## config.mk

```make
export PLATFORM = sky130hd
export DESIGN_NAME = cron_time_spec_parser_unit
export DESIGN_NICKNAME = d
export VERILOG_FILES = /design/src/sv/cts_pkg.sv /design/src/sv/cts_cell.sv /design/src/sv/cron_time_spec_parser_unit.sv
export SDC_FILE = /design/constraint.sdc
export NUM_CORES = 1
export LEC_CHECK = 0
export ABC_AREA = 1
export BUFFER_PORTS_ARGS = -buffer_cell sky130_fd_sc_hd__buf_2
export CAP_MARGIN = 10
export CORE_UTILIZATION = 30
export CTS_BUF_LIST = sky130_fd_sc_hd__clkbuf_8
export DETAILED_ROUTE_END_ITERATION = 10
export PLACE_DENSITY_LB_ADDON = 0.05
export SYNTH_ARGS = -nofsm -noshare
export SYNTH_HDL_FRONTEND = slang
export SYNTH_HIERARCHICAL = 1
export SYNTH_SLANG_ARGS = --single-unit
```

## constraint.sdc

```tcl
create_clock -name clk_i -period 5.3 [get_ports clk_i]
set_input_delay 1.06 -clock clk_i [delete_from_list [all_inputs] [get_ports clk_i]]
set_output_delay 1.06 -clock clk_i [all_outputs]
set_load 0.02 [all_outputs]
```

## src/sv/cts_pkg.sv

```systemverilog
// ----------------------------------------------------------------------------
// cts_pkg: shared types and constants of the crontab time spec parser
// Character classes, parser phases, error codes, limit and name tables.
// ----------------------------------------------------------------------------
package cts_pkg;

  localparam int unsigned MaskW = 60;

  typedef enum logic [3:0] {
    CL_DIGIT, CL_ALPHA, CL_SPACE, CL_DASH, CL_SLASH,
    CL_COMMA, CL_STAR, CL_AT, CL_OTHER, CL_END
  } cls_e;

  typedef enum logic [11:0] {
    PH_START = 12'b0000_0000_0001,
    PH_ITEM  = 12'b0000_0000_0010,
    PH_NUM1  = 12'b0000_0000_0100,
    PH_NAME1 = 12'b0000_0000_1000,
    PH_ITEM2 = 12'b0000_0001_0000,
    PH_NUM2  = 12'b0000_0010_0000,
    PH_NAME2 = 12'b0000_0100_0000,
    PH_STAR  = 12'b0000_1000_0000,
    PH_STEP0 = 12'b0001_0000_0000,
    PH_STEP  = 12'b0010_0000_0000,
    PH_GAP   = 12'b0100_0000_0000,
    PH_WORD  = 12'b1000_0000_0000
  } phase_e;

  localparam logic [2:0] ERR_OK       = 3'd0;
  localparam logic [2:0] ERR_TOKEN    = 3'd1;
  localparam logic [2:0] ERR_RANGE    = 3'd2;
  localparam logic [2:0] ERR_REVERSED = 3'd3;
  localparam logic [2:0] ERR_INTERVAL = 3'd4;
  localparam logic [2:0] ERR_EARLY    = 3'd5;

  localparam logic [2:0] FLD_MONTH   = 3'd3;
  localparam logic [2:0] FLD_WEEKDAY = 3'd4;

  // cell control, broadcast to every cell of the mask row
  typedef struct packed {
    logic load;
    logic shift;
    logic set;
    logic clr;
  } cell_ctrl_t;

  typedef logic [8:0][7:0] word_buf_t;

  typedef struct packed {
    logic       hit;
    logic [6:0] val;
  } name_hit_t;

  typedef struct packed {
    logic       hit;
    logic [2:0] idx;
  } iv_hit_t;

  function automatic cls_e classify(input logic [7:0] c);
    cls_e r;
    if (c >= 8'h30 && c <= 8'h39) r = CL_DIGIT;
    else if ((c >= 8'h41 && c <= 8'h5A) || (c >= 8'h61 && c <= 8'h7A)) r = CL_ALPHA;
    else if (c == 8'h20 || (c >= 8'd9 && c <= 8'd13)) r = CL_SPACE;
    else if (c == 8'h2D) r = CL_DASH;
    else if (c == 8'h2F) r = CL_SLASH;
    else if (c == 8'h2C) r = CL_COMMA;
    else if (c == 8'h2A) r = CL_STAR;
    else if (c == 8'h40) r = CL_AT;
    else r = CL_OTHER;
    return r;
  endfunction

  function automatic logic [6:0] lo_lim(input logic [2:0] f);
    return (f == 3'd2 || f == FLD_MONTH) ? 7'd1 : 7'd0;
  endfunction

  function automatic logic [6:0] hi_lim(input logic [2:0] f);
    logic [6:0] r;
    unique case (f)
      3'd0:    r = 7'd59;
      3'd1:    r = 7'd23;
      3'd2:    r = 7'd31;
      3'd3:    r = 7'd12;
      default: r = 7'd6;
    endcase
    return r;
  endfunction

  function automatic name_hit_t name_lookup(input logic [2:0] f, input logic [23:0] s);
    name_hit_t r;
    r = '0;
    if (f == FLD_MONTH) begin
      r.hit = 1'b1;
      unique case (s)
        "JAN": r.val = 7'd1;
        "FEB": r.val = 7'd2;
        "MAR": r.val = 7'd3;
        "APR": r.val = 7'd4;
        "MAY": r.val = 7'd5;
        "JUN": r.val = 7'd6;
        "JUL": r.val = 7'd7;
        "AUG": r.val = 7'd8;
        "SEP": r.val = 7'd9;
        "OCT": r.val = 7'd10;
        "NOV": r.val = 7'd11;
        "DEC": r.val = 7'd12;
        default: r.hit = 1'b0;
      endcase
    end else if (f == FLD_WEEKDAY) begin
      r.hit = 1'b1;
      unique case (s)
        "SUN": r.val = 7'd0;
        "MON": r.val = 7'd1;
        "TUE": r.val = 7'd2;
        "WED": r.val = 7'd3;
        "THU": r.val = 7'd4;
        "FRI": r.val = 7'd5;
        "SAT": r.val = 7'd6;
        default: r.hit = 1'b0;
      endcase
    end
    return r;
  endfunction

  function automatic iv_hit_t iv_match(input word_buf_t b, input logic [3:0] len);
    logic [71:0] s;
    iv_hit_t     r;
    s = {b[0], b[1], b[2], b[3], b[4], b[5], b[6], b[7], b[8]};
    r = '0;
    if (len == 4'd7 && s[71:16] == "@yearly") r = '{1'b1, 3'd0};
    else if (len == 4'd9 && s == "@annually") r = '{1'b1, 3'd1};
    else if (len == 4'd8 && s[71:8] == "@monthly") r = '{1'b1, 3'd2};
    else if (len == 4'd7 && s[71:16] == "@weekly") r = '{1'b1, 3'd3};
    else if (len == 4'd6 && s[71:24] == "@daily") r = '{1'b1, 3'd4};
    else if (len == 4'd7 && s[71:16] == "@hourly") r = '{1'b1, 3'd5};
    return r;
  endfunction

  // stored interval masks, already cut to each field's value count
  function automatic logic [MaskW-1:0] iv_mask(input logic [2:0] idx, input logic [2:0] f);
    logic [MaskW-1:0] r;
    r = 60'h1;
    unique case (f)
      3'd1:    if (idx == 3'd5) r = 60'hFF_FFFF;
      3'd2:    if (idx >= 3'd3) r = 60'h7FFF_FFFF;
      3'd3:    if (idx >= 3'd2) r = 60'hFFF;
      3'd4:    if (idx != 3'd3) r = 60'h7F;
      default: r = 60'h1;
    endcase
    return r;
  endfunction

endpackage

```

## src/sv/cts_cell.sv

```systemverilog
// ----------------------------------------------------------------------------
// cts_cell: one value cell of the mask row
// Holds one mask bit and the walking token passed on from its left neighbor.
// ----------------------------------------------------------------------------
module cts_cell (
  input  logic                clk_i,
  input  logic                rst_ni,
  input  cts_pkg::cell_ctrl_t ctrl_i,
  input  logic                load_here_i,
  input  logic                token_i,
  output logic                token_o,
  output logic                mask_o
);

  logic token_q, token_d;
  logic mask_q, mask_d;

  always_comb begin
    token_d = token_q;
    if (ctrl_i.load) token_d = load_here_i;
    else if (ctrl_i.shift) token_d = token_i;
    mask_d = mask_q;
    if (ctrl_i.clr) mask_d = 1'b0;
    else if (ctrl_i.set && token_q) mask_d = 1'b1;
  end

  always_ff @(posedge clk_i or negedge rst_ni) begin
    if (!rst_ni) begin
      token_q <= 1'b0;
      mask_q  <= 1'b0;
    end else begin
      token_q <= token_d;
      mask_q  <= mask_d;
    end
  end

  assign token_o = token_q;
  assign mask_o  = mask_q;

endmodule

```

## src/sv/cron_time_spec_parser_unit.sv

```systemverilog
// ----------------------------------------------------------------------------
// cron_time_spec_parser_unit: crontab time field parser, one character a word
// Steps: a character passes accept, parse and finish, plus a load and a walk over
//   the mask bits that an item's value range spans (up to 60) when it closes the item,
//   plus an emit step per result word; a line end adds one more parse and finish pass.
// Throughput: one character at a time; the mask walk over the 60-cell row sets
//   the worst case, when the line end closes a 0-59 minute range.
// Reset: asynchronous, active low; the parser returns to start of line.
// ----------------------------------------------------------------------------
module cron_time_spec_parser_unit (
  input  logic        clk_i,
  input  logic        rst_ni,
  input  logic        s_axis_tvalid_i,
  output logic        s_axis_tready_o,
  input  logic [7:0]  s_axis_tdata_i,   // [7:0] ch
  input  logic        s_axis_tlast_i,   // line_end
  output logic        m_axis_tvalid_o,
  input  logic        m_axis_tready_i,
  output logic [71:0] m_axis_tdata_o,   // [2:0] field_index, [62:3] mask, [65:63] error
  output logic        m_axis_tlast_o    // last
);

  localparam int unsigned MaskW = cts_pkg::MaskW;

  // sequencer: process the character, walk the mask row, send results
  typedef enum logic [7:0] {
    ST_IDLE     = 8'b0000_0001,
    ST_PROC     = 8'b0000_0010,
    ST_LOAD     = 8'b0000_0100,
    ST_EXPAND   = 8'b0000_1000,
    ST_EMIT_FLD = 8'b0001_0000,
    ST_EMIT_IV  = 8'b0010_0000,
    ST_EMIT_ERR = 8'b0100_0000,
    ST_FIN      = 8'b1000_0000
  } state_e;

  state_e             state_q, state_d;
  cts_pkg::phase_e    phase_q, phase_d;
  logic [7:0]         ch_q, ch_d;
  logic               end_q, end_d;
  logic               pass_end_q, pass_end_d;
  logic [2:0]         fn_q, fn_d;
  logic [6:0]         rs_q, rs_d, re_q, re_d, step_q, step_d, acc_q, acc_d;
  logic               ov_q, ov_d;
  logic [3:0]         wlen_q, wlen_d;
  cts_pkg::word_buf_t buf_q, buf_d;
  logic               skip_q, skip_d;
  logic [2:0]         err_q, err_d;
  logic               comma_q, comma_d;
  logic [2:0]         iv_idx_q, iv_idx_d, ivcnt_q, ivcnt_d;
  logic [5:0]         pos_q, pos_d, cnt_q, cnt_d;

  // output register
  logic               ov_valid_q, ov_valid_d;
  logic [2:0]         o_fi_q, o_fi_d, o_err_q, o_err_d;
  logic [MaskW-1:0]   o_mask_q, o_mask_d;
  logic               o_last_q, o_last_d;

  cts_pkg::cell_ctrl_t cctl;
  logic [MaskW-1:0]    load_vec, tok, cmask;
  logic                line_rst;
  logic [2:0]          p_err;

  // derived values for the current field
  logic [2:0]          f;
  logic [6:0]          lo, hi;
  cts_pkg::cls_e       cls;
  logic [10:0]         acc_sum;
  logic [6:0]          acc_next;
  logic                ov_next, num_bad, step_bad, close_ok, in_acc, slot_free;
  cts_pkg::name_hit_t  nh;
  cts_pkg::iv_hit_t    ivh;
  logic [5:0]          s_idx, e_idx;

  assign f        = (fn_q > cts_pkg::FLD_WEEKDAY) ? cts_pkg::FLD_WEEKDAY : fn_q;
  assign lo       = cts_pkg::lo_lim(f);
  assign hi       = cts_pkg::hi_lim(f);
  assign cls      = pass_end_q ? cts_pkg::CL_END : cts_pkg::classify(ch_q);
  assign acc_sum  = 11'(acc_q) * 11'd10 + 11'(ch_q[3:0]);
  assign acc_next = (acc_sum > 11'd127) ? 7'd127 : acc_sum[6:0];
  assign ov_next  = ov_q | (acc_sum > 11'd127);
  assign num_bad  = ov_q || acc_q > hi || acc_q < lo;
  assign step_bad = ov_q || acc_q == 7'd0 || acc_q > hi + 7'd1;
  assign close_ok = cls == cts_pkg::CL_COMMA || cls == cts_pkg::CL_SPACE ||
                    cls == cts_pkg::CL_END;
  assign nh       = cts_pkg::name_lookup(f, {buf_q[0], buf_q[1], buf_q[2]});
  assign ivh      = cts_pkg::iv_match(buf_q, wlen_q);
  assign s_idx    = 6'(rs_q - lo);
  assign e_idx    = 6'(re_q - lo);
  assign in_acc   = s_axis_tvalid_i && s_axis_tready_o;
  assign slot_free = !ov_valid_q || m_axis_tready_i;

  always_comb begin
    state_d    = state_q;   phase_d   = phase_q;  ch_d     = ch_q;
    end_d      = end_q;     pass_end_d = pass_end_q; fn_d  = fn_q;
    rs_d       = rs_q;      re_d      = re_q;     step_d   = step_q;
    acc_d      = acc_q;     ov_d      = ov_q;     wlen_d   = wlen_q;
    buf_d      = buf_q;     skip_d    = skip_q;   err_d    = err_q;
    comma_d    = comma_q;   iv_idx_d  = iv_idx_q; ivcnt_d  = ivcnt_q;
    pos_d      = pos_q;     cnt_d     = cnt_q;
    ov_valid_d = ov_valid_q & ~m_axis_tready_i;
    o_fi_d     = o_fi_q;    o_err_d   = o_err_q;
    o_mask_d   = o_mask_q;  o_last_d  = o_last_q;
    cctl       = '0;
    line_rst   = 1'b0;
    p_err      = cts_pkg::ERR_OK;

    unique case (state_q)
      ST_IDLE: begin
        if (in_acc) begin
          ch_d       = s_axis_tdata_i;
          end_d      = s_axis_tlast_i;
          pass_end_d = 1'b0;
          // after an error or the line's last result word the rest of the line is dropped
          if (skip_q) line_rst = s_axis_tlast_i;
          else state_d = ST_PROC;
        end
      end

      ST_PROC: begin
        unique case (phase_q)
          cts_pkg::PH_START, cts_pkg::PH_GAP, cts_pkg::PH_ITEM, cts_pkg::PH_ITEM2: begin
            if (phase_q == cts_pkg::PH_START && cls == cts_pkg::CL_AT) begin
              buf_d[0] = ch_q;
              wlen_d   = 4'd1;
              phase_d  = cts_pkg::PH_WORD;
            end else if (phase_q == cts_pkg::PH_GAP && cls == cts_pkg::CL_SPACE) begin
              phase_d = phase_q;
            end else if (phase_q != cts_pkg::PH_ITEM2 && cls == cts_pkg::CL_STAR) begin
              rs_d    = lo;
              re_d    = hi;
              phase_d = cts_pkg::PH_STAR;
            end else if (cls == cts_pkg::CL_DIGIT) begin
              acc_d   = 7'(ch_q[3:0]);
              ov_d    = 1'b0;
              phase_d = (phase_q == cts_pkg::PH_ITEM2) ? cts_pkg::PH_NUM2 : cts_pkg::PH_NUM1;
            end else if (cls == cts_pkg::CL_ALPHA && f >= cts_pkg::FLD_MONTH) begin
              buf_d[0] = ch_q;
              wlen_d   = 4'd1;
              phase_d  = (phase_q == cts_pkg::PH_ITEM2) ? cts_pkg::PH_NAME2 : cts_pkg::PH_NAME1;
            end else begin
              p_err = (cls == cts_pkg::CL_END) ? cts_pkg::ERR_EARLY : cts_pkg::ERR_TOKEN;
            end
          end
          cts_pkg::PH_NUM1, cts_pkg::PH_NAME1, cts_pkg::PH_NUM2, cts_pkg::PH_NAME2: begin
            if ((phase_q == cts_pkg::PH_NUM1 || phase_q == cts_pkg::PH_NUM2) &&
                cls == cts_pkg::CL_DIGIT) begin
              acc_d = acc_next;
              ov_d  = ov_next;
            end else if ((phase_q == cts_pkg::PH_NAME1 || phase_q == cts_pkg::PH_NAME2) &&
                         cls == cts_pkg::CL_ALPHA) begin
              if (wlen_q < 4'd9) buf_d[wlen_q] = ch_q;
              if (wlen_q < 4'd15) wlen_d = wlen_q + 4'd1;
            end else begin
              logic [6:0] tv;
              logic       bad;
              if (phase_q == cts_pkg::PH_NUM1 || phase_q == cts_pkg::PH_NUM2) begin
                acc_d = '0;
                ov_d  = 1'b0;
                tv    = acc_q;
                bad   = num_bad;
                if (bad) p_err = cts_pkg::ERR_RANGE;
              end else begin
                wlen_d = '0;
                tv     = nh.val;
                bad    = !(nh.hit && wlen_q == 4'd3);
                if (bad) p_err = cts_pkg::ERR_TOKEN;
              end
              if (!bad) begin
                if (phase_q == cts_pkg::PH_NUM1 || phase_q == cts_pkg::PH_NAME1) begin
                  rs_d = tv;
                  if (cls == cts_pkg::CL_DASH) phase_d = cts_pkg::PH_ITEM2;
                  else begin
                    re_d = tv;
                    if (cls == cts_pkg::CL_SLASH) phase_d = cts_pkg::PH_STEP0;
                    else if (!close_ok) p_err = cts_pkg::ERR_TOKEN;
                  end
                end else begin
                  re_d = tv;
                  if (tv < rs_q) p_err = cts_pkg::ERR_REVERSED;
                  else if (cls == cts_pkg::CL_SLASH) phase_d = cts_pkg::PH_STEP0;
                  else if (!close_ok) p_err = cts_pkg::ERR_TOKEN;
                end
              end
            end
          end
          cts_pkg::PH_STAR: begin
            if (cls == cts_pkg::CL_SLASH) phase_d = cts_pkg::PH_STEP0;
            else if (!close_ok) p_err = cts_pkg::ERR_TOKEN;
          end
          cts_pkg::PH_STEP0: begin
            if (cls == cts_pkg::CL_DIGIT) begin
              acc_d   = 7'(ch_q[3:0]);
              ov_d    = 1'b0;
              phase_d = cts_pkg::PH_STEP;
            end else begin
              p_err = (cls == cts_pkg::CL_END) ? cts_pkg::ERR_EARLY : cts_pkg::ERR_TOKEN;
            end
          end
          cts_pkg::PH_STEP: begin
            if (cls == cts_pkg::CL_DIGIT) begin
              acc_d = acc_next;
              ov_d  = ov_next;
            end else begin
              acc_d  = '0;
              ov_d   = 1'b0;
              step_d = acc_q;
              if (step_bad) p_err = cts_pkg::ERR_RANGE;
              else if (!close_ok) p_err = cts_pkg::ERR_TOKEN;
            end
          end
          cts_pkg::PH_WORD: begin
            if (cls == cts_pkg::CL_ALPHA) begin
              if (wlen_q < 4'd9) buf_d[wlen_q] = ch_q;
              if (wlen_q < 4'd15) wlen_d = wlen_q + 4'd1;
            end else if (!(cls == cts_pkg::CL_SPACE || cls == cts_pkg::CL_END) || !ivh.hit) begin
              p_err = cts_pkg::ERR_INTERVAL;
            end
          end
          default: p_err = cts_pkg::ERR_TOKEN;
        endcase

        // what the character leads to
        if (p_err != cts_pkg::ERR_OK) begin
          err_d   = p_err;
          state_d = ST_EMIT_ERR;
        end else if (phase_d == phase_q && close_ok && phase_q != cts_pkg::PH_START &&
                     (phase_q == cts_pkg::PH_NUM1 || phase_q == cts_pkg::PH_NAME1 ||
                      phase_q == cts_pkg::PH_NUM2 || phase_q == cts_pkg::PH_NAME2 ||
                      phase_q == cts_pkg::PH_STAR || phase_q == cts_pkg::PH_STEP)) begin
          comma_d = cls == cts_pkg::CL_COMMA;
          state_d = ST_LOAD;
        end else if (phase_q == cts_pkg::PH_WORD && cls != cts_pkg::CL_ALPHA) begin
          iv_idx_d = ivh.idx;
          ivcnt_d  = '0;
          state_d  = ST_EMIT_IV;
        end else begin
          state_d = ST_FIN;
        end
      end

      ST_LOAD: begin
        cctl.load = 1'b1;
        pos_d     = s_idx;
        cnt_d     = '0;
        state_d   = ST_EXPAND;
      end

      ST_EXPAND: begin
        // one cell a cycle; every step-th cell sets its bit
        cctl.set = cnt_q == '0;
        cnt_d    = (cnt_q == '0) ? 6'(step_q - 7'd1) : cnt_q - 6'd1;
        if (pos_q == e_idx) begin
          step_d = 7'd1;
          if (comma_q) begin
            phase_d = cts_pkg::PH_ITEM;
            state_d = ST_FIN;
          end else begin
            state_d = ST_EMIT_FLD;
          end
        end else begin
          cctl.shift = 1'b1;
          pos_d      = pos_q + 6'd1;
        end
      end

      ST_EMIT_FLD: begin
        if (slot_free) begin
          ov_valid_d = 1'b1;
          o_fi_d     = f;
          o_mask_d   = cmask;
          o_err_d    = cts_pkg::ERR_OK;
          o_last_d   = f == cts_pkg::FLD_WEEKDAY;
          cctl.clr   = 1'b1;
          if (f == cts_pkg::FLD_WEEKDAY) skip_d = 1'b1;
          else begin
            fn_d    = f + 3'd1;
            phase_d = cts_pkg::PH_GAP;
          end
          state_d = ST_FIN;
        end
      end

      ST_EMIT_IV: begin
        if (slot_free) begin
          ov_valid_d = 1'b1;
          o_fi_d     = ivcnt_q;
          o_mask_d   = cts_pkg::iv_mask(iv_idx_q, ivcnt_q);
          o_err_d    = cts_pkg::ERR_OK;
          o_last_d   = ivcnt_q == cts_pkg::FLD_WEEKDAY;
          ivcnt_d    = ivcnt_q + 3'd1;
          if (ivcnt_q == cts_pkg::FLD_WEEKDAY) begin
            skip_d  = 1'b1;
            state_d = ST_FIN;
          end
        end
      end

      ST_EMIT_ERR: begin
        if (slot_free) begin
          ov_valid_d = 1'b1;
          o_fi_d     = f;
          o_mask_d   = '0;
          o_err_d    = err_q;
          o_last_d   = 1'b1;
          skip_d     = 1'b1;
          state_d    = ST_FIN;
        end
      end

      ST_FIN: begin
        if (!pass_end_q && end_q && !skip_q) begin
          // the line ends: run the parser once more on an end marker
          pass_end_d = 1'b1;
          state_d    = ST_PROC;
        end else if (pass_end_q && !skip_q) begin
          err_d   = cts_pkg::ERR_EARLY;
          state_d = ST_EMIT_ERR;
        end else begin
          line_rst = end_q;
          state_d  = ST_IDLE;
        end
      end

      default: state_d = ST_IDLE;
    endcase

    if (line_rst) begin
      fn_d     = '0;
      phase_d  = cts_pkg::PH_START;
      rs_d     = '0;
      re_d     = '0;
      step_d   = 7'd1;
      acc_d    = '0;
      ov_d     = 1'b0;
      wlen_d   = '0;
      skip_d   = 1'b0;
      cctl.clr = 1'b1;
    end
  end

  always_ff @(posedge clk_i or negedge rst_ni) begin
    if (!rst_ni) begin
      state_q    <= ST_IDLE;
      phase_q    <= cts_pkg::PH_START;
      pass_end_q <= 1'b0;
      end_q      <= 1'b0;
      fn_q       <= '0;
      rs_q       <= '0;
      re_q       <= '0;
      step_q     <= 7'd1;
      acc_q      <= '0;
      ov_q       <= 1'b0;
      wlen_q     <= '0;
      skip_q     <= 1'b0;
      comma_q    <= 1'b0;
      ivcnt_q    <= '0;
      pos_q      <= '0;
      cnt_q      <= '0;
      ov_valid_q <= 1'b0;
    end else begin
      state_q    <= state_d;
      phase_q    <= phase_d;
      pass_end_q <= pass_end_d;
      end_q      <= end_d;
      fn_q       <= fn_d;
      rs_q       <= rs_d;
      re_q       <= re_d;
      step_q     <= step_d;
      acc_q      <= acc_d;
      ov_q       <= ov_d;
      wlen_q     <= wlen_d;
      skip_q     <= skip_d;
      comma_q    <= comma_d;
      ivcnt_q    <= ivcnt_d;
      pos_q      <= pos_d;
      cnt_q      <= cnt_d;
      ov_valid_q <= ov_valid_d;
    end
  end

  // payload registers, no reset
  always_ff @(posedge clk_i) begin
    ch_q     <= ch_d;
    buf_q    <= buf_d;
    err_q    <= err_d;
    iv_idx_q <= iv_idx_d;
    o_fi_q   <= o_fi_d;
    o_err_q  <= o_err_d;
    o_mask_q <= o_mask_d;
    o_last_q <= o_last_d;
  end

  // row of mask cells; the token walks from the range start to its end
  for (genvar i = 0; i < MaskW; i++) begin : g_cell
    assign load_vec[i] = s_idx == 6'(i);
    cts_cell u_cell (
      .clk_i      (clk_i),
      .rst_ni     (rst_ni),
      .ctrl_i     (cctl),
      .load_here_i(load_vec[i]),
      .token_i    ((i == 0) ? 1'b0 : tok[(i == 0) ? 0 : i-1]),
      .token_o    (tok[i]),
      .mask_o     (cmask[i])
    );
  end

  assign s_axis_tready_o = state_q == ST_IDLE;
  assign m_axis_tvalid_o = ov_valid_q;
  assign m_axis_tdata_o  = {6'd0, o_err_q, o_mask_q, o_fi_q};
  assign m_axis_tlast_o  = o_last_q;

  a_err_zero_mask: assert property (@(posedge clk_i) disable iff (!rst_ni)
    ov_valid_q && o_err_q != cts_pkg::ERR_OK |-> o_mask_q == '0 && o_last_q)
    else $error("error word carries a mask");

  a_ok_last_weekday: assert property (@(posedge clk_i) disable iff (!rst_ni)
    ov_valid_q && o_last_q && o_err_q == cts_pkg::ERR_OK |-> o_fi_q == cts_pkg::FLD_WEEKDAY)
    else $error("last ok word is not the weekday field");

  a_token_onehot: assert property (@(posedge clk_i) disable iff (!rst_ni)
    state_q == ST_EXPAND |-> $onehot(tok))
    else $error("mask walk token lost");

  a_walk_bound: assert property (@(posedge clk_i) disable iff (!rst_ni)
    state_q == ST_EXPAND |-> pos_q <= e_idx && e_idx < 6'(MaskW))
    else $error("mask walk ran past range end");

endmodule

```

## After elaboration in Yosys (flattened, before gate mapping)

Cells that the tools add are included.

- Equal/unequal tests: 190
- Multiply operators: 1
- Div/mod/pow operators: 0
- Reductions and logical operators: 226
- Shift operators: 0
- Bitwise operators: 5
- Muxes and demuxes: 470
- Add/sub/neg operators: 10
- $lt $le $gt $ge: 21

Operators with widths:

| cell | count |
|---|---|
| 24-bit by 23-bit == test with 1-bit output (second input constant) | 19 |
| 72-bit 2-to-1 mux | 4 |
| 1-bit 2-to-1 mux | 282 |
| 12-bit 2-to-1 mux | 20 |
| 60-bit case mux with 4 select lines | 1 |
| 7-bit 2-to-1 mux | 29 |
| 60-bit 2-to-1 mux | 3 |
| 60-bit case mux with 3 select lines | 1 |
| 56-bit by 55-bit == test with 1-bit output (second input constant) | 3 |
| 6-bit == test (second input constant) | 28 |
| 8-bit 2-to-1 mux | 18 |
| 2-bit nonzero test | 71 |
| 64-bit case mux with 2 select lines | 1 |
| 3-bit 2-to-1 mux | 37 |
| 4-bit 2-to-1 mux | 27 |
| 6-bit 2-to-1 mux | 17 |
| 6-bit by 5-bit == test with 1-bit output (second input constant) | 16 |
| 1-bit logical AND | 86 |
| 72-bit bitwise mux | 1 |
| 72-bit by 71-bit == test with 1-bit output (second input constant) | 1 |
| 3-bit inequality test (second input constant) | 23 |
| 64-bit by 63-bit == test with 1-bit output (second input constant) | 1 |
| 8-bit case mux with 7 select lines | 1 |
| 48-bit by 47-bit == test with 1-bit output (second input constant) | 1 |
| other kinds (106) | 232 |

- Bits in read-only memories: 0
- Input port bits: 13
- Bits in latches: 0
- Output and inout bits: 75
- Flip-flop bits (word level): 347
- RAM bits: 0
- Logic and storage cells: 1078
- Memories kept: 0

## Logic depth before layout (Yosys ltp)

Gate-level depths: netlist of the first run.

- Word-level depth: 31
- Gate-level depth with buffers: 26
- Gate-level depth less buffers: 26

## By module

Netlist of the first run, hierarchy kept.

By module, submodules not included:

| module | area each (µm²) | times used | seq. area each (µm²) | cells an instance |
|---|---|---|---|---|
| cron_time_spec_parser_unit | 13845.8 | 1 | 6449.9 | 1728 |
| cts_cell | 93.8 | 60 | 50.0 | 13 |

## Worst setup path before layout of the first run

Ideal clock, no wire load.

- Kind: in2reg
- From: in m_axis_tready_i
- To: reg g_cell[0].u_cell.mask_q
- Setup slack: 715 ps
- Library setup time: 284 ps
- Data arrival time: 4302 ps
- Data required time: 5016 ps
- Stages: 3
- Cells stage by stage: nor2_1 -> o21ai_0 -> nor2_1

RTL lines:

| element | line | source |
|---|---|---|
| start: declaration | cron_time_spec_parser_unit.sv:18 | `input logic m_axis_tready_i,` |
| end signal: assignment | cts_cell.sv:33 | `mask_q <= mask_d;` |
| end: declaration | cts_cell.sv:16 | `logic mask_q, mask_d;` |

## Final worst setup path of the first run

- From: reg fn_q[2]
- To: reg iv_idx_q[2], enable pin

- Cells in the longest elaborated chain, start to end: 24

Ends and longest elaborated chain:

| element | line | source |
|---|---|---|
| start: declaration | cron_time_spec_parser_unit.sv:42 | `logic [2:0] fn_q, fn_d;` |
| start signal: assignment | cron_time_spec_parser_unit.sv:366 | `fn_q <= fn_d;` |
| 3-bit > comparator | cron_time_spec_parser_unit.sv:75 | `assign f = (fn_q > cts_pkg::FLD_WEEKDAY) ? cts_pkg::FLD_WEEKDAY : fn_q;` |
| 3-bit 2-to-1 mux * | cron_time_spec_parser_unit.sv:75 |  |
| 3-bit == test | cts_pkg.sv:109 | `end else if (f == FLD_WEEKDAY) begin` |
| 8-bit 2-to-1 mux | cts_pkg.sv:109 |  |
| 8-bit 2-to-1 mux | cts_pkg.sv:92 | `if (f == FLD_MONTH) begin` |
| 7-bit 2-to-1 mux | cron_time_spec_parser_unit.sv:157 | `if (phase_q == cts_pkg::PH_NUM1 \|\| phase_q == cts_pkg::PH_NUM2) begin` |
| 7-bit 2-to-1 mux | cron_time_spec_parser_unit.sv:150 | `end else if ((phase_q == cts_pkg::PH_NAME1 \|\| phase_q == cts_pkg::PH_NAME2) &&` |
| 7-bit 2-to-1 mux | cron_time_spec_parser_unit.sv:146 | `if ((phase_q == cts_pkg::PH_NUM1 \|\| phase_q == cts_pkg::PH_NUM2) &&` |
| [6 not listed] | -- |  |
| 12-bit 2-to-1 mux | cron_time_spec_parser_unit.sv:150 |  |
| 12-bit 2-to-1 mux | cron_time_spec_parser_unit.sv:146 |  |
| 12-bit case mux with 4 select lines | cron_time_spec_parser_unit.sv:121 | `unique case (phase_q)` |
| 12-bit 2-to-1 mux | cron_time_spec_parser_unit.sv:108 | `unique case (state_q)` |
| 12-bit == test | cron_time_spec_parser_unit.sv:227 | `end else if (phase_d == phase_q && close_ok && phase_q != cts_pkg::PH_START &&` |
| 1-bit logical AND (3 in a row) | cron_time_spec_parser_unit.sv:227 |  |
| 1-bit NOT (no source line) | -- |  |
| 4-bit AND reduction (no source line) * | -- |  |
| end signal: assignment | cron_time_spec_parser_unit.sv:387 | `iv_idx_q <= iv_idx_d;` |
| end: declaration | cron_time_spec_parser_unit.sv:50 | `logic [2:0] iv_idx_q, iv_idx_d, ivcnt_q, ivcnt_d;` |

Mark *: on every way between the ends. The rest lies on a longest branch, timed or not. The select of a mux whose other input is x is not followed.
A chain may end at the register's enable or synchronous reset.

==> results_dict.tcl, run 1 <==
set metrics [dict create \
    cts_setup_buffers 0 \
    place_area_um2 21050 \
    pin_count 88 \
    hold_viol_final 0 \
    overflow 0 \
    period_minus_slack_ns 4.322 \
    grt_pass1_vias 16440 \
    drtIter0Drc 985 \
    drcViolationCount 0 \
    avgSynthCellArea_um2 7.766 \
    clk-insertion-delay-late_ns 0.66 \
    layout_setup_ws_ns 0.9779 \
    post-place-ws_ns 1.078 \
    numClockSinks 347 \
    postRouteAntennaNets 0 \
    core_area_um2 64350 \
    final.setup.tns_ns 0 \
    async_reset_ff_share_pct 55.91 \
    netlist-cell-type-count 63 \
    netlist_instances 2508 \
    clk_pin_slew_ns 0.07 \
    crit_chain "inv_1 -> a21oi_1 -> nor2_1 -> inv_1 -> ha_1 -> o21ai_0 -> inv_1 -> nand2_1 -> inv_1 -> ha_1 -> nand2_1 -> o21ai_0 -> nand2_1 -> o211ai_1 -> o41ai_1 -> nand2_1 -> nor2_1 -> nand2_1 -> a21oi_1 -> nor2_4 -> nand3_2 -> nor2_2 -> nand3_1 -> inv_1" \
    grtUsageTotal_pct 18.47 \
    synth-seq-cells 347 \
    rows 93 \
    final_cell_mix "nand2_1, inv_1, nor2_1" \
    grt_pass1_wl_um 94790 \
    min_path_type "reg2reg" \
    die_h_um 256.8 \
    gp_congestion 0.8874 \
    maxCapViolations 0 \
    leakagePower_uw 0.01038 \
    setup.worst_path.end_class "register" \
    drive_above_1_share_pct 10.60 \
    areaGrowthSynthToFinish_pct 14.79 \
    crit_path_start_kind "register" \
    finalNonFillerCells 3563 \
    synthesis.area_um2 19480 \
    dp.cells 3440 \
    critPathArrivalTime_ns 4.67 \
    final.setup_skew_ns 0.03098 \
    slew_headroom_pct 36.23 \
    timing.fmax_mhz 231.4 \
    root_buffer "clkbuf_8" \
    fp.dieW_um 256.8 \
    hpwl_um 43810 \
    cts_resized 0 \
    num_vias 16290 \
    power_density_nw_per_um2 403.2 \
    grt_max_degree 103 \
    cts_hold_buf 0 \
    final_common_cell "nand2_1" \
    vdd_drop_max_v 0.0001550 \
    nets 2723 \
    antenna_found_initial 1 \
    max-clock-path-buffers 3 \
    cp_max_fo 7 \
    yosysWarnings 6 \
    rsz0062_at_grt "false" \
    wire_per_inst_um 16.80 \
    synth_flop_cell "dfrtp_1" \
    cpPeakStageDelay_ns 0.51 \
    cts_buffers 68 \
    nFillCells 6869 \
    ys_seq_area_share_pct 48.54 \
    slew_viol_final 0 \
    cts_max_level 3 \
    cp_data_required_time_ns 5.64 \
    final_area_um2 22360 \
    tightest_slew_ns 0.9555 \
    status "completed" \
    min_period_over_period_pct 81.55 \
    synth_edf_count 153 \
    routed_wl_um 59850 \
    drt-pass1-iter-count 5 \
    cts_tree "done" \
    die_area_um2 65940 \
    initial_core_util_pct 30.27 \
    viasPerCell 4.571 \
    crit_type "reg2reg" \
    slowest_stage "o21ai_0" \
    final-setup-viol-count 0 \
    port_buffers 81 \
]
==> layer usage <==
layer  track usage [%]  routed length, µm  up-vias
met5                 0                  0        -
met4             6.614               1905        0
met3             2.916               1947      110
met2             30.55              28050      293
met1             24.33              27940     7652
li1                  -                  -     8231
==> cells by family after synthesis <==
logic type / share of synthesized area, %
and+or+nand+nor: 28.23
buffers and inverters: 10.61
DFF: 48.54
AOI/OAI and AO/OA: 8.095
adders and majority gates: 3.610
xor gates and xnor gates: 0.8544
other: 0.01925
muxes: 0.05140
==> state kept, by name, summed over array words and instances (netlist names), 3 cells and up <==
register               cells
buf_q                     72
g_cell.u_cell/mask_o      60
g_cell.u_cell/token_o     60
o_mask_q                  60
phase_q                   12
ch_q                       8
state_q                    8
acc_q                      7
rs_q                       7
cnt_q                      6
pos_q                      6
re_q                       6
step_q                     6
wlen_q                     4
err_q                      3
fn_q                       3
iv_idx_q                   3
ivcnt_q                    3
o_err_q                    3
o_fi_q                     3
==> final timing paths <==
| check | end | cells after the start | slack, ns | start |
|---|---|---|---|---|
| max reg2reg | iv_idx_q[2] | 24 | 0.98 | fn_q[2] |
| min reg2reg | rs_q[6] | 2 | 0.48 | rs_q[6] |
| max in group asynchronous | g_cell[7].u_cell/mask_o | 2 | 3.70 | rst_ni |
| min | rs_q[6] | 2 | 0.48 | rs_q[6] |
| max | iv_idx_q[2] | 24 | 0.98 | fn_q[2] |
| min in group asynchronous | g_cell[49].u_cell/token_o | 1 | 0.51 | rst_ni |
==> cells in the mapped netlist, drive strengths merged, types with 2 or more instances <==
master / number / area share (%)
buf: 14 / 0.43
o221ai: 2 / 0.090
a32o: 2 / 0.10
o22ai: 9 / 0.29
o2111ai: 4 / 0.21
xnor2: 5 / 0.22
dfrtp: 191 / 25
nor4: 23 / 1.0
a21o: 2 / 0.077
ha: 53 / 3.4
or3: 2 / 0.064
a21oi: 129 / 3.4
o21bai: 3 / 0.17
a31oi: 7 / 0.22
xor2: 14 / 0.63
nor2: 381 / 8.0
or2: 8 / 0.26
o21ai: 86 / 2.3
inv: 509 / 9.8
nand4: 39 / 1.4
nand3b: 3 / 0.12
a211oi: 4 / 0.18
clkbuf: 18 / 0.35
fa: 2 / 0.21
o311ai: 4 / 0.18
nand2: 619 / 12
nand3: 156 / 4.2
o211ai: 11 / 0.42
nor3: 37 / 0.98
o21a: 2 / 0.077
o31ai: 4 / 0.15
dfstp: 3 / 0.40
edfxtp: 153 / 24
==> per-stage QoR <==
step / power, µW / util (%) / hold WS, ns
6_report: 9014 / 34.74 / 0.4784
5_1_grt: 9665 / 34.74 / 0.5119
4_1_cts: 9165 / 34.74 / 0.4782
3_5_place_dp: 6451 / 32.71 / 0.4639
3_3_place_gp: 6456 / 32.71 / 0.4558
2_1_floorplan: 5526 / - / 0.4361
==> report_power, final <==
| part | switching (µW) | internal, µW |
|---|---|---|
| logic | 1870 | 833 |
| registers | 341 | 3330 |
| clock network | 1240 | 1390 |
==> critical path, delay by kind of cell (launching register included) <==
kind / cells / cell delay [ns]
buffers and inverters: 5 / 0.68
and+or+nand+nor: 11 / 1.33
DFF: 1 / 0.45
AOI/OAI and AO/OA: 6 / 1.01
adders and majority gates: 2 / 0.51
==> cell type report <==
type                       count  area [µm²]  share of cell area [%]
multi-input combinational   1625        8008                   35.82
timing repair buffer         103       604.3                   2.703
clock inverter                45       242.7                   1.086
clock buffer                  77        1060                   4.740
sequential                   347        9453                   42.28
antenna                        1       2.502                 0.01119
inverter                     510        1917                   8.574
tap                          855        1070                   4.785
Power figures use the tool's default switching activity.
==> run 2, diff against run 1 <==
--- a/config.mk
+++ b/config.mk
@@ -5,7 +5,7 @@
 export SDC_FILE = /design/constraint.sdc
 export NUM_CORES = 1
 export LEC_CHECK = 0
-export ABC_AREA = 1
+export ABC_AREA = 0
 export BUFFER_PORTS_ARGS = -buffer_cell sky130_fd_sc_hd__buf_2
 export CAP_MARGIN = 10
 export CORE_UTILIZATION = 30
==> constraint.sdc (replaced) <==
create_clock -name clk_i -period 3.61 [get_ports clk_i]
set_input_delay 0.722 -clock clk_i [delete_from_list [all_inputs] [get_ports clk_i]]
set_output_delay 0.722 -clock clk_i [all_outputs]
set_load 0.02 [all_outputs]
==> run 2 against run 1 <==
The flow now finishes with violations (setup timing). Synthesized area is 3.8% lower. Total power increased by 33%. Non-clock buffer count rose by 254. Critical path depth down 10. Clock power rose by 50%. Register-to-register slack got worse by 1.3 ns. Flip-flop and latch count stayed put. Clock skew increased by 0.012 ns. Global-route usage increased by 1.6 points. Final cell count is 12% lower. Largest cell class unchanged. Largest power group unchanged.
==> results_dict.tcl, run 2 <==
set metrics [dict create \
    avgSynthCellArea_um2 10.11 \
    dp.cells 2978 \
    synth_edf_count 153 \
    yosysMostFrequentCell "nor2_1" \
    synthesis.area_um2 18740 \
    fp.dieW_um 251.9 \
    synth_adder_area_share_pct 3.753 \
    p_clk_share_pct 33.0 \
    final_area_um2 24060 \
    synthMuxAreaShare_pct 3.966 \
    async_reset_ff_share_pct 55.91 \
    rows 91 \
    final.setup.tns_ns -2.416 \
    netlist-cell-type-count 102 \
    viasPerCell 5.097 \
    cp_data_required_time_ns 3.94 \
    min_path_type "in2async" \
    tightest_slew_ns 1.051 \
    period_minus_slack_ns 3.903 \
    swShare_pct 34.75 \
    antenna_found_initial 2 \
    status "complete, but fails checks" \
    p_int_uw 7820 \
    num_vias 15900 \
    maxCapViolations 0 \
    comb_power_share_pct 27.9 \
    synth-xor-area-share_pct 1.169 \
    clk-insertion-delay-late_ns 0.66 \
    max-clock-path-buffers 3 \
    synth_top_area_share_pct 25.51 \
    power_frac_seq_pct 39.1 \
    critPathArrivalTime_ns 4.24 \
    cts_tree "done" \
    core_area_um2 61710 \
    p_sw_uw 4164 \
    drtIter0Drc 806 \
    hpwl_um 47990 \
    final.setup_skew_ns 0.04308 \
    pin_count 88 \
    drt-pass1-iter-count 7 \
    numClockSinks 347 \
    gp_congestion 0.8486 \
    synth_common_cells "nor2_1, nand2_1, dfrtp_1" \
    grt_max_degree 121 \
    cp_max_fo 4 \
    setup.worst_path.end_class "register" \
    rsz0062_at_grt "true" \
    drcViolationCount 0 \
    overflow 0 \
    ys_seq_area_share_pct 50.45 \
    final_cell_mix "buf_4, nor2_1, nand2_1" \
    synth_area_leaders "dfrtp_1, edfxtp_1, nor2_1" \
    post-place-ws_ns -0.4571 \
    synth_top_family_by_area "simple AND/OR/NAND/NOR gates" \
    place_area_um2 22280 \
    grt_pass1_vias 16130 \
    layout_setup_ws_ns -0.2929 \
    ff2ff_setup_slack_ns -0.29 \
    routed_wl_um 63290 \
    clk_pin_slew_ns 0.06 \
    drive_above_1_share_pct 25.20 \
    cts_hold_buf 0 \
    synth-compound-area-share_pct 14.34 \
    postRouteAntennaNets 0 \
    die_area_um2 63460 \
    yosys.area_share.simple_pct 23.94 \
    grt_pass1_wl_um 97060 \
    yosys.area.top_type "dfrtp_1" \
    timing.rr.start "buf_q[7]" \
    netlist_instances 1853 \
    root_buffer "clkbuf_8" \
    final_common_cell "buf_4" \
    hold_viol_final 0 \
    reg2regPathDepth 14 \
    cts_max_level 3 \
    synth-seq-cells 347 \
    areaGrowthSynthToFinish_pct 28.38 \
    die_h_um 251.9 \
    synth_flop_cell "dfrtp_1" \
    nets 2295 \
    leakagePower_uw 0.01023 \
    cts_buffers 70 \
    vdd_drop_max_v 0.0002591 \
    crit_path_start_kind "register" \
    wire_per_inst_um 20.29 \
    failed_checks "setup timing" \
    port_buffers 81 \
    regMostFlops "buf_q" \
    power_density_nw_per_um2 498.2 \
    largest_reg_flops 72 \
    slew_headroom_pct 29.21 \
    timing.fmax_mhz 256.2 \
    slew_viol_final 0 \
    yosysWarnings 6 \
    crit_type "reg2reg" \
    r2r_end "err_q[2]" \
    finalNonFillerCells 3120 \
    final-setup-viol-count 13 \
    min_period_over_period_pct 108.1 \
    initial_core_util_pct 30.36 \
    grtUsageTotal_pct 20.03 \
]
[run 2: cell types whose count changed after synthesis, sizes merged, moves of 51 or more]
cell,previous run,this run
nand3,156,56
nand2,619,199
nor2,381,221
mux2i,1,72
inv,509,44
and2,0,51
[run 2: cell type report]
cell class                      count  area [µm²]
Fill cell                        6271       37660
Tap cell                          837        1047
Multi-Input combinational cell   1406        9301
Sequential cell                   347        9453
Timing Repair Buffer              357        2728
Inverter                           45       173.9
Clock buffer                       81        1115
Antenna cell                        1       2.502
Clock inverter                     46       235.2
[run 2: what timing repair did]
action / CTS / global route
gates resized for setup: 37 / 26
hold endpoints to repair: 0 / 0
endpoints found under the setup margin: 14 / 30
pin swaps: 22 / 13
buffers inserted: 8 / 6
cloned: 0 / 0
[run 2: worst max-delay path, cell delays in order (launching register included)]
cell and delay, ns:
edfxtp_1 0.44, or4b_4 0.57, or3_4 0.36, o41ai_4 0.25, a22oi_2 0.15, o21ai_1 0.16, ha_2 0.31, a211oi_2 0.18
a21boi_2 0.18, nor4b_4 0.26, a21oi_4 0.10, nor2_2 0.17, o311a_4 0.22, nor4b_4 0.06, o21ai_2 0.19
[run 2: cell families (layout without fill, tap and decap cells)]
kind of cell	after synthesis	in the layout
adder cells (fa/ha/maj)	55	55
multiplexers	74	74
XOR/XNOR	25	25
other	1	8
buffers and inverters	106	529
AND/OR/NAND/NOR	828	828
AO/OA/AOI/OAI	417	417
flip-flops	347	347
[run 2: metal layers]
layer | track usage [%] | up-vias | share of wire (%)
met1 | 25.37 | 7791 | 44
li1 | - | 7602 | -
met3 | 3.415 | 131 | 4.3
met5 | 0 | - | 0.021
met2 | 33.44 | 378 | 48
met4 | 8.866 | 2 | 3.7
[run 2: worst max-delay path by stage]
stage | from | end | slack [ns]
floorplan | state_q[4] | state_q[1] | -0.79
global placement | buf_q[21] | err_q[2] | -0.48
detailed placement | buf_q[21] | err_q[2] | -0.46
CTS | buf_q[7] | err_q[2] | -0.31
global route | buf_q[7] | comma_q | -0.45
finish | buf_q[7] | err_q[2] | -0.29
[run 2: through the flow]
stage	hold WS, ns	power (µW)	utilization, %
final	0.1102	11980	38.98
after detailed placement	0.4757	7980	36.11
after global placement	0.4687	7976	36.11
after CTS	0.09346	12110	38.69
after global routing	0.1288	12670	38.98
after floorplan	0.4264	6792	-
[run 2: power groups by stage]
stage,clock network [µW],registers (µW),logic (µW)
2_1_floorplan,0,4790,2000
3_3_place_gp,0,4760,3210
3_5_place_dp,0,4760,3220
4_1_cts,4110,4690,3310
5_1_grt,4280,4720,3670
6_report,3950,4690,3340
==> run 3, diff against run 2 <==
--- a/config.mk
+++ b/config.mk
@@ -12,6 +12,7 @@
 export CTS_BUF_LIST = sky130_fd_sc_hd__clkbuf_8
 export DETAILED_ROUTE_END_ITERATION = 10
 export PLACE_DENSITY_LB_ADDON = 0.05
+export RECOVER_POWER = 25
 export SYNTH_ARGS = -nofsm -noshare
 export SYNTH_HDL_FRONTEND = slang
 export SYNTH_HIERARCHICAL = 1
==> run 3 against run 2 <==
The run ends with capacitance limit, slew limit, setup timing left. Critical path depth did not move. Wire length about the same. Utilization down 0.073 points. Highest routed layer unchanged. Global-route usage did not move.
==> results_dict.tcl, run 3 (synthesis gave the netlist of run 2 again) <==
set metrics [dict create \
    finish.utilization_pct 38.91 \
    antenna_found_initial 2 \
    final_cell_mix "buf_4, nor2_1, nand2_1" \
    final_common_cell "buf_4" \
    reg2regPathDepth 14 \
    cp_max_fo 4 \
    grtUsageTotal_pct 20.03 \
    worstSetupPathDepth 14 \
    hp-start "s_axis_tdata_i[1]" \
    period_minus_slack_ns 3.909 \
    pin_count 88 \
    clk_pin_slew_ns 0.05 \
    tightest_slew_ns 2.163 \
    met1_usage_pct 25.37 \
    multiInputGateArea_um2 9301 \
    largest_reg_flops 72 \
    timing.rr.start "buf_q[7]" \
    grt_pass1_vias 16130 \
    port_buffers 81 \
    status "complete, but fails checks" \
    crit_path_start_kind "register" \
    cts_tree "done" \
    cts_max_level 3 \
    slew_viol_final 75 \
    ff2ff_setup_slack_ns -0.30 \
    failed_checks "capacitance limit, slew limit, setup timing" \
    use_met3_pct 3.415 \
    overflow 0 \
    crit_type "reg2reg" \
    power_uw 11970 \
    leakagePower_uw 0.01020 \
    drive_above_1_share_pct 24.98 \
    cp_data_required_time_ns 3.94 \
    drcViolationCount 0 \
    min_path_cells 1 \
    slew_headroom_pct -44.23 \
    num_vias 15900 \
    regMostFlops "buf_q" \
    grt_max_degree 121 \
    viasPerCell 5.097 \
    final-setup-viol-count 13 \
    path_delay_family "compound AO/OA/AOI/OAI gates" \
    rows 91 \
    cpPeakStageDelay_ns 0.57 \
    power_density_nw_per_um2 498.5 \
    crit_chain "or4b_4 -> or3_4 -> o41ai_4 -> a22oi_2 -> o21ai_1 -> ha_2 -> a211oi_2 -> a21boi_2 -> nor4b_4 -> a21oi_4 -> nor2_2 -> o311a_4 -> nor4b_4 -> o21ai_2" \
    root_buffer "clkbuf_8" \
    routed_wl_um 63330 \
    wire_per_inst_um 20.30 \
    min_period_over_period_pct 108.3 \
    register_area_um2 9453 \
    clk-insertion-delay-late_ns 0.65 \
    rsz0062_at_grt "true" \
    areaGrowthSynthToFinish_pct 28.14 \
    timing.fmax_mhz 255.8 \
    busiest_layer "met2" \
    cts_buffers 70 \
    grt_pass1_wl_um 97060 \
    vdd_drop_max_v 0.0002594 \
    core_area_um2 61710 \
    die_h_um 251.9 \
    hold_viol_final 0 \
    numClockSinks 347 \
    slowest_stage "or4b_4" \
    maxCapViolations 1 \
    hpwl_um 47990 \
    postRouteAntennaNets 0 \
    met2_usage_pct 33.44 \
    critPathArrivalTime_ns 4.24 \
    drtIter0Drc 854 \
    crit_top_cell "nor4b_4" \
    setup.worst_path.end_class "register" \
    initial_core_util_pct 30.36 \
    nets 2295 \
    min_path_type "in2reg" \
    gp_congestion 0.8486 \
    nFillCells 6277 \
    startpoint "buf_q[7]" \
    final.setup_skew_ns 0.04184 \
    cts_hold_buf 0 \
    timing.critical_path.buf_inv 0 \
    die_area_um2 63460 \
    fp.dieW_um 251.9 \
    max-clock-path-buffers 3 \
    layout_setup_ws_ns -0.2991 \
    drt-pass1-iter-count 7 \
]
[run 3: per-stage QoR]
| stage | cell area [µm²] | instances | hold slack, ns | TNS, ns | worst slack [ns] |
|---|---|---|---|---|---|
| 6_report | 24010 | 3120 | 0.2479 | -2.473 | -0.2991 |
| 5_1_grt | 24010 | 3120 | 0.2169 | -4.810 | -0.4517 |
| 4_1_cts | 23880 | 3113 | 0.09346 | -2.643 | -0.3071 |
| 3_5_place_dp | 22280 | 2978 | 0.4757 | -3.963 | -0.4571 |
| 3_3_place_gp | 22280 | 2978 | 0.4687 | -4.308 | -0.4842 |
| 2_1_floorplan | 18870 | 1859 | 0.4264 | -27.49 | -0.7901 |
[run 3: worst paths after layout]
kind                                              to
max                                         err_q[2]
min                                          ch_q[1]
max reg2reg                                 err_q[2]
min reg2reg                 g_cell[49].u_cell/mask_o
max in group asynchronous  g_cell[29].u_cell/token_o
min in group asynchronous                phase_q[10]
[run 3: layout make-up]
cell class / instances / share of cell area, %
timing repair buffer: 357 / 11.17
sequential: 347 / 39.37
antenna: 1 / 0.01042
clock inverter: 46 / 0.9797
inverter: 45 / 0.7243
tap: 837 / 4.362
multi-input combinational: 1406 / 38.74
clock buffer: 81 / 4.643
[run 3: power breakdown]
part / leakage (µW) / internal, µW / switching, µW
Clock: 0.000810 / 2120 / 1820
Combinational: 0.00530 / 1240 / 2090
Sequential: 0.00410 / 4450 / 242
[run 3: repair_timing]
item / in CTS / in global routing
buffers inserted: 8 / 6
pin swaps: 22 / 13
endpoints found under the setup margin: 14 / 30
gates resized for setup: 37 / 26
[run 3: routing by layer]
metal	wire, µm	share of wire [%]	vias to the layer above
met4	2401	3.8	2
met1	27980	44	7791
li1	-	-	7610
met2	30270	48	361
met5	13	0.021	-
met3	2669	4.2	139
